<file path="src/rtl/sspf_pkg.sv">
// Shared constants for the servo status frame parser.
package sspf_pkg;

    localparam int PAYLOAD_DEPTH_DEF = 16;
    localparam logic [7:0] SYNC_BYTE = 8'hFF;
    localparam int BYTE_W = 8;
    localparam int POS_W = 4;
    localparam int M_FIELDS_W = 3 * BYTE_W + 1 + POS_W + BYTE_W;
    localparam int M_TDATA_W = ((M_FIELDS_W + 7) / 8) * 8;
    localparam int PRESENT_BIT = 3 * BYTE_W;

endpackage

</file>
<file path="src/rtl/servo_status_frame_parser_core.sv">
// Servo status frame parser: byte-stream hunter, checksum and payload readout.
// Throughput: one input byte per cycle while parsing; s_tready drops during readout.
// Latency: the first result is valid in the cycle right after the checksum byte transfer.
// Readout: one result per cycle under m_tready, one stored byte read per cycle from the
//   payload memory port; a good frame of n payload bytes gives max(n, 1) results and holds
//   input until the last of them is taken, however long m_tready stalls a pending result.
// Reset (aresetn low, synchronous): hunt for the first 0xFF, no result pending.
module servo_status_frame_parser_core #(
    parameter int PAYLOAD_DEPTH = sspf_pkg::PAYLOAD_DEPTH_DEF
) (
    input  logic                          aclk,
    input  logic                          aresetn,
    input  logic                          s_tvalid,
    output logic                          s_tready,
    input  logic [7:0]                    s_tdata,  // [7:0] rx_byte
    output logic                          m_tvalid,
    input  logic                          m_tready,
    // [7:0] sender_id, [15:8] length_byte, [23:16] error_byte, [24] payload_present,
    // [28:25] payload_position, [36:29] payload_data, upper bits zero
    output logic [sspf_pkg::M_TDATA_W-1:0] m_tdata,
    output logic                          m_tlast   // last
);

    // Address width of the payload memory and width of the fill count.
    localparam int AW = (PAYLOAD_DEPTH > 1) ? $clog2(PAYLOAD_DEPTH) : 1;
    localparam int CW = $clog2(PAYLOAD_DEPTH + 1);
    localparam int PAD_W = sspf_pkg::M_TDATA_W - sspf_pkg::M_FIELDS_W;
    localparam logic [8:0] DEPTH_9 = 9'(PAYLOAD_DEPTH);

    // Parse phases, plus the readout phase that holds the input side.
    typedef enum logic [2:0] {
        ST_SYNC1,
        ST_SYNC2,
        ST_ID,
        ST_LEN,
        ST_ERR,
        ST_DATA,
        ST_CHECK,
        ST_EMIT
    } state_t;

    state_t state_reg, state_next;
    logic [7:0] frame_id_reg, frame_id_next;
    logic [7:0] frame_len_reg, frame_len_next;
    logic [7:0] frame_err_reg, frame_err_next;
    logic [7:0] sum_reg, sum_next;
    logic [CW-1:0] count_reg, count_next;
    logic [7:0] k_reg, k_next;
    logic m_tvalid_reg, m_tvalid_next;
    logic present_reg, present_next;
    logic [sspf_pkg::POS_W-1:0] pos_reg, pos_next;
    logic [7:0] data_reg, data_next;
    logic last_reg, last_next;

    // Payload memory: one write port, one registered read port.
    logic [7:0] payload_mem [PAYLOAD_DEPTH];
    logic mem_we;
    logic [AW-1:0] mem_waddr;
    logic mem_re;
    logic [AW-1:0] mem_raddr;

    logic in_fire;
    logic [7:0] rx_byte;
    logic [7:0] n_len;
    logic [7:0] add_a;
    logic [7:0] add_sum;
    logic [7:0] k_inc;
    logic [CW-1:0] count_inc;
    logic overflow;

    assign rx_byte  = s_tdata;
    assign s_tready = (state_reg != ST_EMIT);
    assign in_fire  = s_tvalid && s_tready;

    // Payload length: length byte minus two, or none below two.
    assign n_len = (frame_len_reg < 8'd2) ? 8'd0 : (frame_len_reg - 8'd2);

    // Shared checksum adder; the id byte restarts the sum.
    assign add_a   = (state_reg == ST_ID) ? 8'd0 : sum_reg;
    assign add_sum = add_a + rx_byte;

    assign k_inc     = k_reg + 8'd1;
    assign count_inc = count_reg + CW'(1);
    assign overflow  = ({1'b0, n_len} > DEPTH_9) || (9'(count_reg) >= DEPTH_9);

    always_comb begin
        state_next     = state_reg;
        frame_id_next  = frame_id_reg;
        frame_len_next = frame_len_reg;
        frame_err_next = frame_err_reg;
        sum_next       = sum_reg;
        count_next     = count_reg;
        k_next         = k_reg;
        m_tvalid_next  = m_tvalid_reg;
        present_next   = present_reg;
        pos_next       = pos_reg;
        data_next      = data_reg;
        last_next      = last_reg;
        mem_we         = 1'b0;
        mem_waddr      = count_reg[AW-1:0];
        mem_re         = 1'b0;
        mem_raddr      = '0;
        case (state_reg)
            ST_SYNC2: begin
                if (in_fire) begin
                    count_next = '0;
                    state_next = (rx_byte == sspf_pkg::SYNC_BYTE) ? ST_ID : ST_SYNC1;
                end
            end
            ST_ID: begin
                if (in_fire) begin
                    frame_id_next = rx_byte;
                    sum_next      = add_sum;
                    state_next    = ST_LEN;
                end
            end
            ST_LEN: begin
                if (in_fire) begin
                    frame_len_next = rx_byte;
                    sum_next       = add_sum;
                    state_next     = ST_ERR;
                end
            end
            ST_ERR: begin
                if (in_fire) begin
                    frame_err_next = rx_byte;
                    sum_next       = add_sum;
                    state_next     = (n_len == 8'd0) ? ST_CHECK : ST_DATA;
                end
            end
            ST_DATA: begin
                if (in_fire) begin
                    if (overflow) begin
                        // Drop a frame that cannot fit the buffer.
                        state_next = ST_SYNC1;
                    end else begin
                        mem_we     = 1'b1;
                        count_next = count_inc;
                        sum_next   = add_sum;
                        if (9'(count_inc) >= {1'b0, n_len}) begin
                            state_next = ST_CHECK;
                        end
                    end
                end
            end
            ST_CHECK: begin
                if (in_fire) begin
                    state_next = ST_SYNC1;
                    if (rx_byte == ~sum_reg) begin
                        m_tvalid_next = 1'b1;
                        k_next        = 8'd0;
                        pos_next      = '0;
                        if (n_len == 8'd0) begin
                            // Empty payload: one result with no data.
                            present_next = 1'b0;
                            data_next    = 8'd0;
                            last_next    = 1'b1;
                        end else begin
                            mem_re       = 1'b1;
                            present_next = 1'b1;
                            last_next    = (n_len == 8'd1);
                            state_next   = ST_EMIT;
                        end
                        if (n_len != 8'd0) begin
                            state_next = ST_EMIT;
                        end else begin
                            state_next = ST_EMIT;
                        end
                    end
                end
            end
            ST_EMIT: begin
                if (m_tready) begin
                    if (last_reg) begin
                        m_tvalid_next = 1'b0;
                        state_next    = ST_SYNC1;
                    end else begin
                        // Advance to the next stored byte.
                        mem_re    = 1'b1;
                        mem_raddr = k_inc[AW-1:0];
                        k_next    = k_inc;
                        pos_next  = k_inc[sspf_pkg::POS_W-1:0];
                        last_next = ((k_inc + 8'd1) == n_len);
                    end
                end
            end
            default: begin
                // Hunt for the first sync byte.
                if (in_fire) begin
                    state_next = (rx_byte == sspf_pkg::SYNC_BYTE) ? ST_SYNC2 : ST_SYNC1;
                end
            end
        endcase
    end

    always_ff @(posedge aclk) begin
        k_reg         <= k_next;
        present_reg   <= present_next;
        pos_reg       <= pos_next;
        last_reg      <= last_next;
        // Registered read of the payload memory feeds the output data directly.
        data_reg      <= mem_re ? payload_mem[mem_raddr] : data_next;
        if (!aresetn) begin
            state_reg     <= ST_SYNC1;
            m_tvalid_reg  <= 1'b0;
            frame_id_reg  <= '0;
            frame_len_reg <= '0;
            frame_err_reg <= '0;
            sum_reg       <= '0;
            count_reg     <= '0;
        end else begin
            state_reg     <= state_next;
            m_tvalid_reg  <= m_tvalid_next;
            frame_id_reg  <= frame_id_next;
            frame_len_reg <= frame_len_next;
            frame_err_reg <= frame_err_next;
            sum_reg       <= sum_next;
            count_reg     <= count_next;
        end
    end

    always_ff @(posedge aclk) begin
        if (mem_we) begin
            payload_mem[mem_waddr] <= rx_byte;
        end
    end

    assign m_tvalid = m_tvalid_reg;
    assign m_tlast  = last_reg;
    assign m_tdata  = {{PAD_W{1'b0}}, data_reg, pos_reg, present_reg,
                       frame_err_reg, frame_len_reg, frame_id_reg};

endmodule

</file>
<file path="config.mk">
export PLATFORM = sky130hd
export DESIGN_NAME = servo_status_frame_parser_core
export DESIGN_NICKNAME = d
export VERILOG_FILES = /design/src/rtl/sspf_pkg.sv /design/src/rtl/servo_status_frame_parser_core.sv
export SDC_FILE = /design/constraint.sdc
export NUM_CORES = 1
export LEC_CHECK = 0
export ABC_AREA = 1
export BUFFER_PORTS_ARGS = -buffer_cell sky130_fd_sc_hd__buf_2
export CAP_MARGIN = 20
export CELL_PAD_IN_SITES_DETAIL_PLACEMENT = 0
export CELL_PAD_IN_SITES_GLOBAL_PLACEMENT = 2
export CORE_MARGIN = 1
export CORE_UTILIZATION = 40
export CTS_CLUSTER_SIZE = 16
export DETAILED_ROUTE_END_ITERATION = 12
export GPL_TIMING_DRIVEN = 0
export PLACE_DENSITY_LB_ADDON = 0.1
export SLEW_MARGIN = 20
export SYNTH_ARGS = -nofsm -noshare
export SYNTH_HDL_FRONTEND = slang
export SYNTH_SLANG_ARGS = --single-unit
export TNS_END_PERCENT = 10
</file>
<file path="constraint.sdc">
create_clock -name aclk -period 6.5 [get_ports aclk]
set_input_delay 1.3 -clock aclk [delete_from_list [all_inputs] [get_ports aclk]]
set_output_delay 1.3 -clock aclk [all_outputs]
set_load 0.1 [all_outputs]
</file>
==> results of run 1 <==
-- Yosys cell counts, types with 16 or more instances --
cell type	n	area share (%)
a21oi_1	42	2.4
dfxtp_1	41	9.2
edfxtp_1	146	49
ha_1	18	2.5
inv_1	100	4.2
mux2i_1	16	1.8
nand2_1	188	7.9
nand3_1	74	4.1
nor2_1	82	3.4
o21ai_0	28	1.6
o21ai_1	40	2.2
o221ai_1	32	3.1
-- per-layer routing --
layer,global-route usage [%],vias up
li1,-,3288
met3,3.02,19
met4,5.59,0
met1,29.7,3086
met2,36.2,144
met5,0,-
-- cell type report --
class	count	area, um2
multi-input combinational	586	3130
clock inverter	14	116
inverter	110	413
clock buffer	18	429
buffer	36	203
tap	280	350
timing repair buffer	50	250
sequential	187	5200
fill	2166	11800
-- where the power goes --
group | internal [uW] | switching (uW)
sequential | 1300 | 11.2
combinational | 61.5 | 175
clock | 499 | 478
-- logic make-up (layout without fill, tap and decap cells) --
group,after synthesis,after routing
AND/OR/NAND/NOR,380,380
flip-flops,187,187
AO/OA/AOI/OAI,153,153
buffers and inverters,146,228
adder cells (fa/ha/maj),19,19
multiplexers,16,16
XOR/XNOR,15,15
other,1,3
-- per-stage QoR --
stage                     area [um2]  hold slack [ns]
after floorplan                 8950            0.441
after global placement          9550            0.449
after detailed placement        9550            0.450
after CTS                      10100            0.466
after global routing           10100            0.479
final                          10100            0.463
-- cell usage in the layout (no fill, tap or decap), types with 2 or more instances in the layout --
master	n
nand2_1	188
edfxtp_1	146
inv_1	100
nor2_1	82
nand3_1	74
buf_2	59
a21oi_1	42
dfxtp_1	41
o21ai_1	40
o221ai_1	32
o21ai_0	28
ha_1	18
clkbuf_16	17
mux2i_1	16
clkbuf_1	15
nand4_1	12
xor2_1	11
buf_4	11
o21bai_1	9
inv_2	7
nor2_2	6
clkinv_1	5
xnor2_1	4
clkinv_4	4
nand3b_1	3
nand3_2	3
conb_1	3
inv_8	3
clkinvlp_4	3
buf_6	2
nor3_1	2
and3_1	2
inv_6	2
-- final timing paths --
| kind | slack [ns] | to | depth (start not counted) |
|---|---|---|---|
| hold / removal | 0.46 | frame_err_reg[0]$_SDFFE_PN0P_ | 2 |
| setup / recovery | 3.18 | payload_mem[7][4]$_DFFE_PP_ | 11 |
| setup reg to reg | 3.18 | payload_mem[7][4]$_DFFE_PP_ | 11 |
| hold reg to reg | 0.46 | frame_err_reg[0]$_SDFFE_PN0P_ | 2 |
-- worst min-delay path, cell delays in order (launching register included) --
cell,delay [ns]
dfxtp_1,0.31
nand2_1,0.06
a21oi_1,0.05
==> run summary, run 1 <==
Post-synthesis simple-gate area fraction -> 18.6%
DR top layer -> met4
Final GP Congestion -> 0.782
DRT Pass-1 Iters -> 5
CTS Buf Count -> 17
CTS tree -> yes
Die W -> 152 um
Final setup fails -> 0
M1 WL -> 11000 um
Initial Util -> 40.8%
# nets final -> 1019
ANT cells -> 0
Initial antenna violation count -> 0
Peak VDD IR -> 0.163 mV
CTS Sinks -> 187
Clock Latency Late Sink -> 0.43 ns
Core area -> 21900 um2
Number of synthesized register bits -> 187
Asr flop ratio synth -> 0%
Synth warnings -> 0
Synth Instances -> 917
Setup total negative slack -> 0 ns
Metal3 WL -> 974 um
Period minus WS final -> 3.32 ns
Yosys cell types -> 39
Slew HR -> 41.3%
H-tree levels -> 4
WP buf/inv -> 1
CP peak stage delay -> 0.71 ns
Crit-path cells -> clkinv_1, ha_1, nand2_1, o21ai_0, nand3_1, nand2_1, nor2_2, nand4_2, nor2_2, nand2_1, nor2_1
Placed cells -> 1249
Vias/cell -> 5.10
Boundary pin count -> 55
DR WL/cell -> 18.5 um
Port Buf Inserts -> 50
Total track usage -> 21.7%
Worst path slowest cell -> nor2_1
WL final -> 23700 um
Max reg flops -> 128
Final Power -> 2520 uW
HP Class -> flip-flop to flip-flop
Crit path from -> frame_len_reg[1]$_SDFFE_PN0P_
Clock root buffer master -> clkbuf_16
# DRC -> 0
Leakage -> 0.00412 uW
Netlist Area Pre-Place -> 8940 um2
Post-synthesis mux area share -> 1.79%
Post-DP HPWL -> 16400 um
Die extent in y -> 152 um
Total of max-cap violations -> 0
Met2 routed wirelength -> 11400 um
WP data required -> 6.56 ns
Final WS setup -> 3.18 ns
Worst path top cell family by delay -> simple AND/OR/NAND/NOR gates
Unrepaired setup endpoints after global routing -> no
Crit path top cell by count -> nand2_1
Outcome -> finished clean
Cts hold-fix bufs -> 0
GR Overflow Total -> 0
ANT nets after route -> 0
Worst-case clock buffer depth -> 2
Final Cycle Share -> 51.0%
Critical Path Source Type -> flip-flop
Worst r2r src -> frame_len_reg[1]$_SDFFE_PN0P_
Postcts setup bufs -> 0
Layout Cells excl Fill -> 1281
Final Util -> 46.1%
Fin. Hold Viols -> 0
Vias in the first global route -> 6168
Slew @ Worst Pin -> 0.878 ns
Post-place setup slack -> 2.91 ns
Clock skew -> 0.0112 ns
Row count -> 54
PwrDens -> 250 nW/um2
Area delta synth->final -> 12.9%
Avg Inst Size Synth -> 9.75 um2
Hold path startpoint -> frame_err_reg[0]$_SDFFE_PN0P_
Adder-cell share of the synthesized area -> 2.74%
Largest family of logic cells by synthesized area -> simple AND/OR/NAND/NOR gates
Crit path max fanout -> 9
Top reg by flops -> payload_mem
Synth Area in Compound Gates -> 10.2%
Via count -> 6537
Synth Area in XOR/XNOR -> 1.47%
Crit path arrival time -> 3.37 ns
Post-cts sizing count -> 0
Seq/Total Area, Yosys -> 58.2%
Number of flops mapped to enable cells by yosys -> 146
Max-slew violation count -> 0
Worst-path clk slew -> 0.08 ns
Ratio of cells with drive above 1 in the final layout -> 12.3%
CP Capture Type -> flip-flop
First-pass GRT wire length -> 36100 um
Fmax -> 0.302 GHz
Initial DRC count -> 404
Most used DFF post-synth -> edfxtp_1
Die area -> 23000 um2
Pin count of the biggest net entering global routing -> 24
Critical path class -> flip-flop to flip-flop
No activity file was read; power rests on OpenSTA's default activity.
==> run 2, diff against run 1 <==
CORE_UTILIZATION = 35   (was 40)
clock period = 2.7 ns   (was 6.5 ns; I/O delays follow)
==> run 2 against run 1 <==
  * Clock-buffer cell count down 1
  * Flip-flop and latch count unchanged
  * Final area up 4.8%
  * Critical path depth up 4
  * Clock skew up 0.0087 ns
  * Combinational power rose to 2.5 times the previous value
  * Worst setup slack worse by 3.0 ns
  * Largest power group unchanged
==> run summary, run 2 (synthesis results as in run 1) <==
Clock root buffer master -> clkbuf_16
Leakage -> 0.00427 uW (+3.7%)
# nets final -> 1027 (+0.79%)
PwrDens -> 620 nW/um2 (+150%)
Period minus WS final -> 2.52 ns (-0.791 ns)
Ratio of cells with drive above 1 in the final layout -> 16.8% (+4.6 points)
Area delta synth->final -> 18.3%
DR top layer -> met4
WP data required -> 2.89 ns (-3.67 ns)
Peak VDD IR -> 0.390 mV (+140%)
GR Overflow Total -> 0 (unchanged)
Final Util -> 42.1% (-4.0 points)
Met2 routed wirelength -> 12200 um (+6.9%)
M1 WL -> 11700 um (+5.8%)
Cts hold-fix bufs -> 0 (unchanged)
Worst path top cell family by delay -> simple AND/OR/NAND/NOR gates
Metal3 WL -> 930 um (-4.5%)
Vias/cell -> 4.87 (-4.5%)
R2R depth -> 15 (+4)
HP Class -> input pin to flip-flop
Initial antenna violation count -> 0 (unchanged)
Unrepaired setup endpoints after global routing -> yes
Die W -> 162 um (+6.8%)
Hold path startpoint -> aresetn
Sw Ratio -> 26.6% (+0.25 points)
WP buf/inv -> 3 (+2)
Worst r2r src -> pos_reg[0]$_SDFFCE_PP0P_
Crit path max fanout -> 10 (+1)
Slew HR -> 56.6% (+15 points)
CP Capture Type -> flip-flop
Outcome -> finished clean
Final GP Congestion -> 0.767 (-1.8%)
Worst path slowest cell -> edfxtp_1
Crit-path cells -> clkinv_4, buf_4, ha_2, inv_1, nand2_1, nor2_1, nand2_1, nor2_1, nand3_1, nand2_1, nand2_1, nand2_1, nand2_1, nand3_1, a21oi_1
DR WL/cell -> 18.7 um (+0.93%)
Total of max-cap violations -> 0 (unchanged)
Setup total negative slack -> 0 ns (unchanged)
CTS Buf Count -> 17 (unchanged)
Max reg flops -> 128 (unchanged)
Boundary pin count -> 55 (unchanged)
Crit path top cell by count -> nand2_1
# DRC -> 0 (unchanged)
Final WS setup -> 0.175 ns (-3.01 ns)
Hold path endpoint -> frame_len_reg[2]$_SDFFE_PN0P_
Commonest non-fill, non-tap cell in the layout -> nand2_1
Final setup fails -> 0 (unchanged)
Worst-case clock buffer depth -> 2 (unchanged)
Pin count of the biggest net entering global routing -> 24 (unchanged)
Most frequent cells in the layout -> nand2_1 (184), edfxtp_1 (146), inv_1 (100)
Clock Latency Late Sink -> 0.44 ns (about the same)
First-pass GRT wire length -> 37900 um (+4.9%)
Crit path from -> pos_reg[0]$_SDFFCE_PP0P_
Die area -> 26200 um2 (+14%)
Reg2reg setup slack -> 0.18 ns (-3.01 ns)
Initial DRC count -> 473 (+17%)
Comb pwr share -> 9.1% (-0.3 points)
Fin. Hold Viols -> 0 (unchanged)
Row count -> 58 (+7.4%)
ANT cells -> 0 (unchanged)
Layout Cells excl Fill -> 1339 (+4.5%)
Internal Power -> 4810 uW (+160%)
NetSw -> 1740 uW (+160%)
Final Power -> 6550 uW (+160%)
Final Cycle Share -> 93.5% (+43 points)
Min-Delay Path Depth -> 3 (+1)
Vias in the first global route -> 6278 (+1.8%)
Placed cells -> 1299 (+4.0%)
Max-slew violation count -> 0 (unchanged)
ANT nets after route -> 0 (unchanged)
Top reg by flops -> payload_mem
Total track usage -> 19.6% (-2.1 points)
CTS Sinks -> 187 (unchanged)
H-tree levels -> 4 (unchanged)
Post-place setup slack -> -0.530 ns (-3.44 ns)
CP peak stage delay -> 0.46 ns (-0.25 ns)
Die extent in y -> 162 um (+6.8%)
Critical Path Source Type -> flip-flop
RR Endpoint -> m_tlast$_DFFE_PP_
Crit path arrival time -> 2.71 ns (-0.66 ns)
Critical path class -> flip-flop to flip-flop
Register share of total power -> 48.1% (-3.8 points)
Worst-path clk slew -> 0.09 ns (about the same)
Post-DP HPWL -> 17200 um (+4.7%)
Port Buf Inserts -> 50 (unchanged)
DRT Pass-1 Iters -> 5 (unchanged)
Clock Power Share -> 42.8% (+4.1 points)
Fmax -> 0.396 GHz (+31%)
Via count -> 6523 (-0.21%)
CTS tree -> yes
WL final -> 25000 um (+5.5%)
Core area -> 25100 um2 (+15%)
Initial Util -> 35.6% (-5.2 points)
Clock skew -> 0.0199 ns (+0.00866 ns)
Slew @ Worst Pin -> 0.651 ns (-0.226 ns)
[run 2: cell count changes in the layout (fill, tap and decap cells not counted), sizes merged]
cell      delta
buf          +8
bufinv       +3
clkinv       -3
inv          +3
clkinvlp     -2
clkbuf       -1
[run 2: worst reg2reg max path, delay by kind of cell (launching register included)]
| kind | cells | cell delay, ns |
|---|---|---|
| AO/OA/AOI/OAI | 1 | 0.07 |
| adder cells (fa/ha/maj) | 1 | 0.37 |
| buffers and inverters | 3 | 0.54 |
| flip-flops | 1 | 0.46 |
| AND/OR/NAND/NOR | 10 | 0.81 |
[run 2: power by group through the flow]
| stage | Sequential [uW] | Clock (uW) | Combinational, uW |
|---|---|---|---|
| 6_report | 3150 | 2810 | 597 |
| 5_1_grt | 3160 | 2960 | 671 |
| 4_1_cts | 3150 | 2850 | 593 |
| 3_5_place_dp | 3220 | 0 | 587 |
| 3_3_place_gp | 3220 | 0 | 589 |
| 2_1_floorplan | 3300 | 0 | 317 |
[run 2: how the worst max path moves through the flow]
stage,endpoint,slack (ns),depth (start not counted)
final,m_tlast$_DFFE_PP_,0.18,15
after global routing,m_tlast$_DFFE_PP_,-0.06,15
after CTS,payload_mem[8][2]$_DFFE_PP_,-0.03,11
after detailed placement,payload_mem[5][6]$_DFFE_PP_,-0.53,11
after global placement,payload_mem[4][6]$_DFFE_PP_,-0.56,11
after floorplan,payload_mem[0][0]$_DFFE_PP_,0.05,11
[run 2: final cells by class]
cell class | instances | area, um2
Buffer | 36 | 208
Clock buffer | 17 | 425
Clock inverter | 15 | 241
Fill cell | 2559 | 14500
Inverter | 110 | 420
Multi-Input combinational cell | 586 | 3320
Sequential cell | 187 | 5220
Tap cell | 330 | 413
Timing Repair Buffer | 58 | 335
[run 2: metrics by stage]
step,hold slack (ns),area (um2)
finish,0.417,10600
detailed placement,0.454,9660
CTS,0.409,10500
global placement,0.452,9660
global route,0.440,10600
floorplan,0.441,9000
[run 2: metal layers]
| metal | global-route usage (%) | vias up |
|---|---|---|
| li1 | - | 3317 |
| met1 | 26.5 | 3069 |
| met2 | 32.8 | 120 |
| met3 | 3.35 | 17 |
| met4 | 4.42 | 0 |
| met5 | 0 | - |
[run 2: repair_timing]
| action | CTS | global route |
|---|---|---|
| setup buffers | 4 | 4 |
| gates cloned | 0 | 0 |
| gates resized for setup | 28 | 16 |
| pin swaps | 4 | 3 |
| endpoints found under the setup margin | 140 | 141 |
==> run 3, diff against run 2 <==
ABC_AREA = unset   (was 1)
CORE_UTILIZATION = 38   (was 35)
==> run 3 against run 2 <==
  * Via count is 8.9% lower
  * Final cell count is 15% lower
  * Combinational power is 49% lower
  * Register-to-register slack worse by 0.09 ns
  * Hold slack better by 0.055 ns
  * Synthesized area is 0.17% lower
  * Maximum frequency is 3.6% lower
  * Utilization is 4.6 points higher
  * Sequential power is 1% lower
  * Clock-buffer cell count is 2 higher
  * Highest routed layer unchanged
==> run summary, run 3 <==
Post-DP HPWL -> 15100 um (-12%)
Setup total negative slack -> 0 ns (unchanged)
CTS tree -> yes
Unrepaired setup endpoints after global routing -> yes
WL final -> 22200 um (-11%)
Port Buf Inserts -> 49 (-2.0%)
Top reg by flops -> payload_mem
Final Hold Slack -> 0.472 ns (+0.0550 ns)
DRT Pass-1 Iters -> 4 (-1)
Initial Util -> 39.1% (+3.5 points)
Worst path top cell family by delay -> compound AO/OA/AOI/OAI gates
Critical path class -> flip-flop to flip-flop
ANT cells -> 0 (unchanged)
Fin. Hold Viols -> 0 (unchanged)
Peak VDD IR -> 0.367 mV (-5.9%)
Crit-path cells -> inv_1, nand2_1, nor2_4, buf_2, a211oi_1, a211oi_1, a211oi_1, a211oi_1
Fmax -> 0.382 GHz (-3.6%)
Die extent in y -> 155 um (-4.1%)
Row count -> 55 (-5.2%)
Worst path slowest cell -> edfxtp_1
Critical Path Source Type -> flip-flop
Commonest non-fill, non-tap cell in the layout -> edfxtp_1
Period minus WS final -> 2.62 ns (+0.0930 ns)
Boundary pin count -> 55 (unchanged)
Most frequent cells in the layout -> edfxtp_1 (146), nand2_1 (73), buf_2 (53)
Final Util -> 46.8% (+4.6 points)
H-tree levels -> 4 (unchanged)
Number of synthesized register bits -> 187 (unchanged)
Total of max-cap violations -> 0 (unchanged)
Core area -> 22800 um2 (-9.0%)
DR WL/cell -> 19.5 um (+4.5%)
Synth top area share -> 49.1% (+0.082 points)
Final Cycle Share -> 97.0% (+3.4 points)
Slew @ Worst Pin -> 0.862 ns (+0.210 ns)
Ratio of cells with drive above 1 in the final layout -> 27.3% (+10 points)
Clock Latency Late Sink -> 0.43 ns (about the same)
Total track usage -> 19.0% (-0.60 points)
Die W -> 155 um (-4.1%)
CP peak stage delay -> 0.53 ns (+0.07 ns)
Synth Instances -> 717 (-22%)
Via count -> 5945 (-8.9%)
Initial antenna violation count -> 0 (unchanged)
First-pass GRT wire length -> 34000 um (-10%)
Asr flop ratio synth -> 0% (unchanged)
Main area contributors after synthesis -> edfxtp_1 (49%), dfxtp_1 (9.2%), mux4_2 (4.0%)
Most used DFF post-synth -> edfxtp_1
Crit path top cell by count -> a211oi_1
Slew HR -> 42.5% (-14 points)
ANT nets after route -> 0 (unchanged)
Max-slew violation count -> 0 (unchanged)
CTS Sinks -> 187 (unchanged)
Most numerous cell in the Yosys netlist -> edfxtp_1
Worst-path clk slew -> 0.08 ns (about the same)
WP data required -> 2.96 ns (+0.07 ns)
# DRC -> 0 (unchanged)
Max reg flops -> 128 (unchanged)
Clock root buffer master -> clkbuf_16
Crit path arrival time -> 2.88 ns (+0.17 ns)
PwrDens -> 557 nW/um2 (-10%)
Cell taking the most area after synthesis -> edfxtp_1
Leakage -> 0.00375 uW (-12%)
Placed cells -> 1081 (-17%)
Layout Cells excl Fill -> 1138 (-15%)
Netlist Area Pre-Place -> 8930 um2 (-0.17%)
Seq/Total Area, Yosys -> 58.3% (+0.098 points)
Top post-synthesis cells by count -> edfxtp_1 (146), nand2_1 (77), a211oi_1 (41), dfxtp_1 (41), nor2b_1 (34)
CP Capture Type -> flip-flop
Avg Inst Size Synth -> 12.5 um2 (+28%)
Final GP Congestion -> 0.791 (+3.1%)
Pin count of the biggest net entering global routing -> 24 (unchanged)
GR Overflow Total -> 0 (unchanged)
Yosys cell types -> 69 (+77%)
CTS Buf Count -> 17 (unchanged)
Clock skew -> 0.0169 ns (-0.00297 ns)
Area delta synth->final -> 19.6%
Final Power -> 5950 uW (-9.3%)
HP Class -> flip-flop to flip-flop
Number of flops mapped to enable cells by yosys -> 146 (unchanged)
Synth warnings -> 0 (unchanged)
Worst-case clock buffer depth -> 2 (unchanged)
Die area -> 24100 um2 (-7.9%)
Vias/cell -> 5.22 (+7.2%)
# nets final -> 843 (-18%)
# fillers -> 2104 (-18%)
Initial DRC count -> 367 (-22%)
Outcome -> finished clean
Crit path max fanout -> 10 (unchanged)
Vias in the first global route -> 5912 (-5.8%)
Final setup fails -> 0 (unchanged)
WP buf/inv -> 2 (-1)
Cts hold-fix bufs -> 0 (unchanged)
-- run 3: cell count changes after synthesis, sizes merged, moves of 18 or more --
cell    previous run  this run
and2               0        18
nand3             77        20
a21oi             42        15
nor2              90        28
o221ai            32         0
nor2b              0        34
nand2            189        78
a211oi             0        41
o21ai             68        20
inv              107        19
-- run 3: layout make-up --
cell class	count	area (um2)	area share (%)
tap	313	392	3.67
inverter	19	76.3	0.715
timing repair buffer	74	435	4.08
sequential	187	5230	48.9
clock inverter	13	160	1.50
clock buffer	19	433	4.05
multi-input combinational	467	3650	34.1
buffer	46	310	2.91
-- run 3: path summary, 6_finish.rpt --
kind / start / to / slack [ns] / cells after the start
min reg2reg: frame_id_reg[4]$_SDFFE_PN0P_ / frame_id_reg[4]$_SDFFE_PN0P_ / 0.47 / 2
max reg2reg: m_tlast$_DFFE_PP_ / data_reg[3]$_SDFFCE_PN0P_ / 0.08 / 8
max: m_tlast$_DFFE_PP_ / data_reg[3]$_SDFFCE_PN0P_ / 0.08 / 8
min: frame_id_reg[4]$_SDFFE_PN0P_ / frame_id_reg[4]$_SDFFE_PN0P_ / 0.47 / 2
-- run 3: repair_timing --
item / 4_1_cts / 5_1_grt
pin swaps: 6 / 23
setup buffers: 5 / 20
resized for setup: 67 / 36
endpoints found under the setup margin: 160 / 158
-- run 3: layer usage --
metal  vias up  track usage [%]  part of all wire, %
li1       2858                -                    -
met1      2940             24.3                   45
met2       122             33.5                   51
met3        25             2.65                  2.8
met4         0             5.60                  1.5
met5         -                0                    0
-- run 3: report_power, final --
| group | switching, uW | total [uW] | internal [uW] |
|---|---|---|---|
| combinational | 207 | 306 | 98.3 |
| sequential | 9.97 | 3110 | 3100 |
| clock | 1140 | 2530 | 1390 |
| total | 1360 | 5950 | 4590 |
-- run 3: worst register-to-register path, cell delays in order, from the launching register on --
cell and delay [ns]:
edfxtp_1 0.53, inv_1 0.19, nand2_1 0.32, nor2_4 0.28, buf_2 0.28, a211oi_1 0.09
a211oi_1 0.38, a211oi_1 0.14, a211oi_1 0.24
-- run 3: per-stage QoR --
stage                     worst slack [ns]  instance area, um2
after global routing               -0.0582               10700
after floorplan                    -0.0555                8950
after detailed placement            -0.762                9590
after global placement              -0.727                9590
final                               0.0820               10700
after CTS                          -0.0370               10400
-- run 3: logic make-up (layout without fill, tap and decap cells) --
logic type	Yosys count	in the layout	synth area share, %
AOI/OAI and AO/OA	139	139	11.2
xor gates and xnor gates	37	37	3.63
adders and majority gates	19	19	2.75
buffers and inverters	65	171	3.76
DFF	187	187	58.3
muxes	41	41	6.91
other	1	3	0.0420
and+or+nand+nor	228	228	13.4
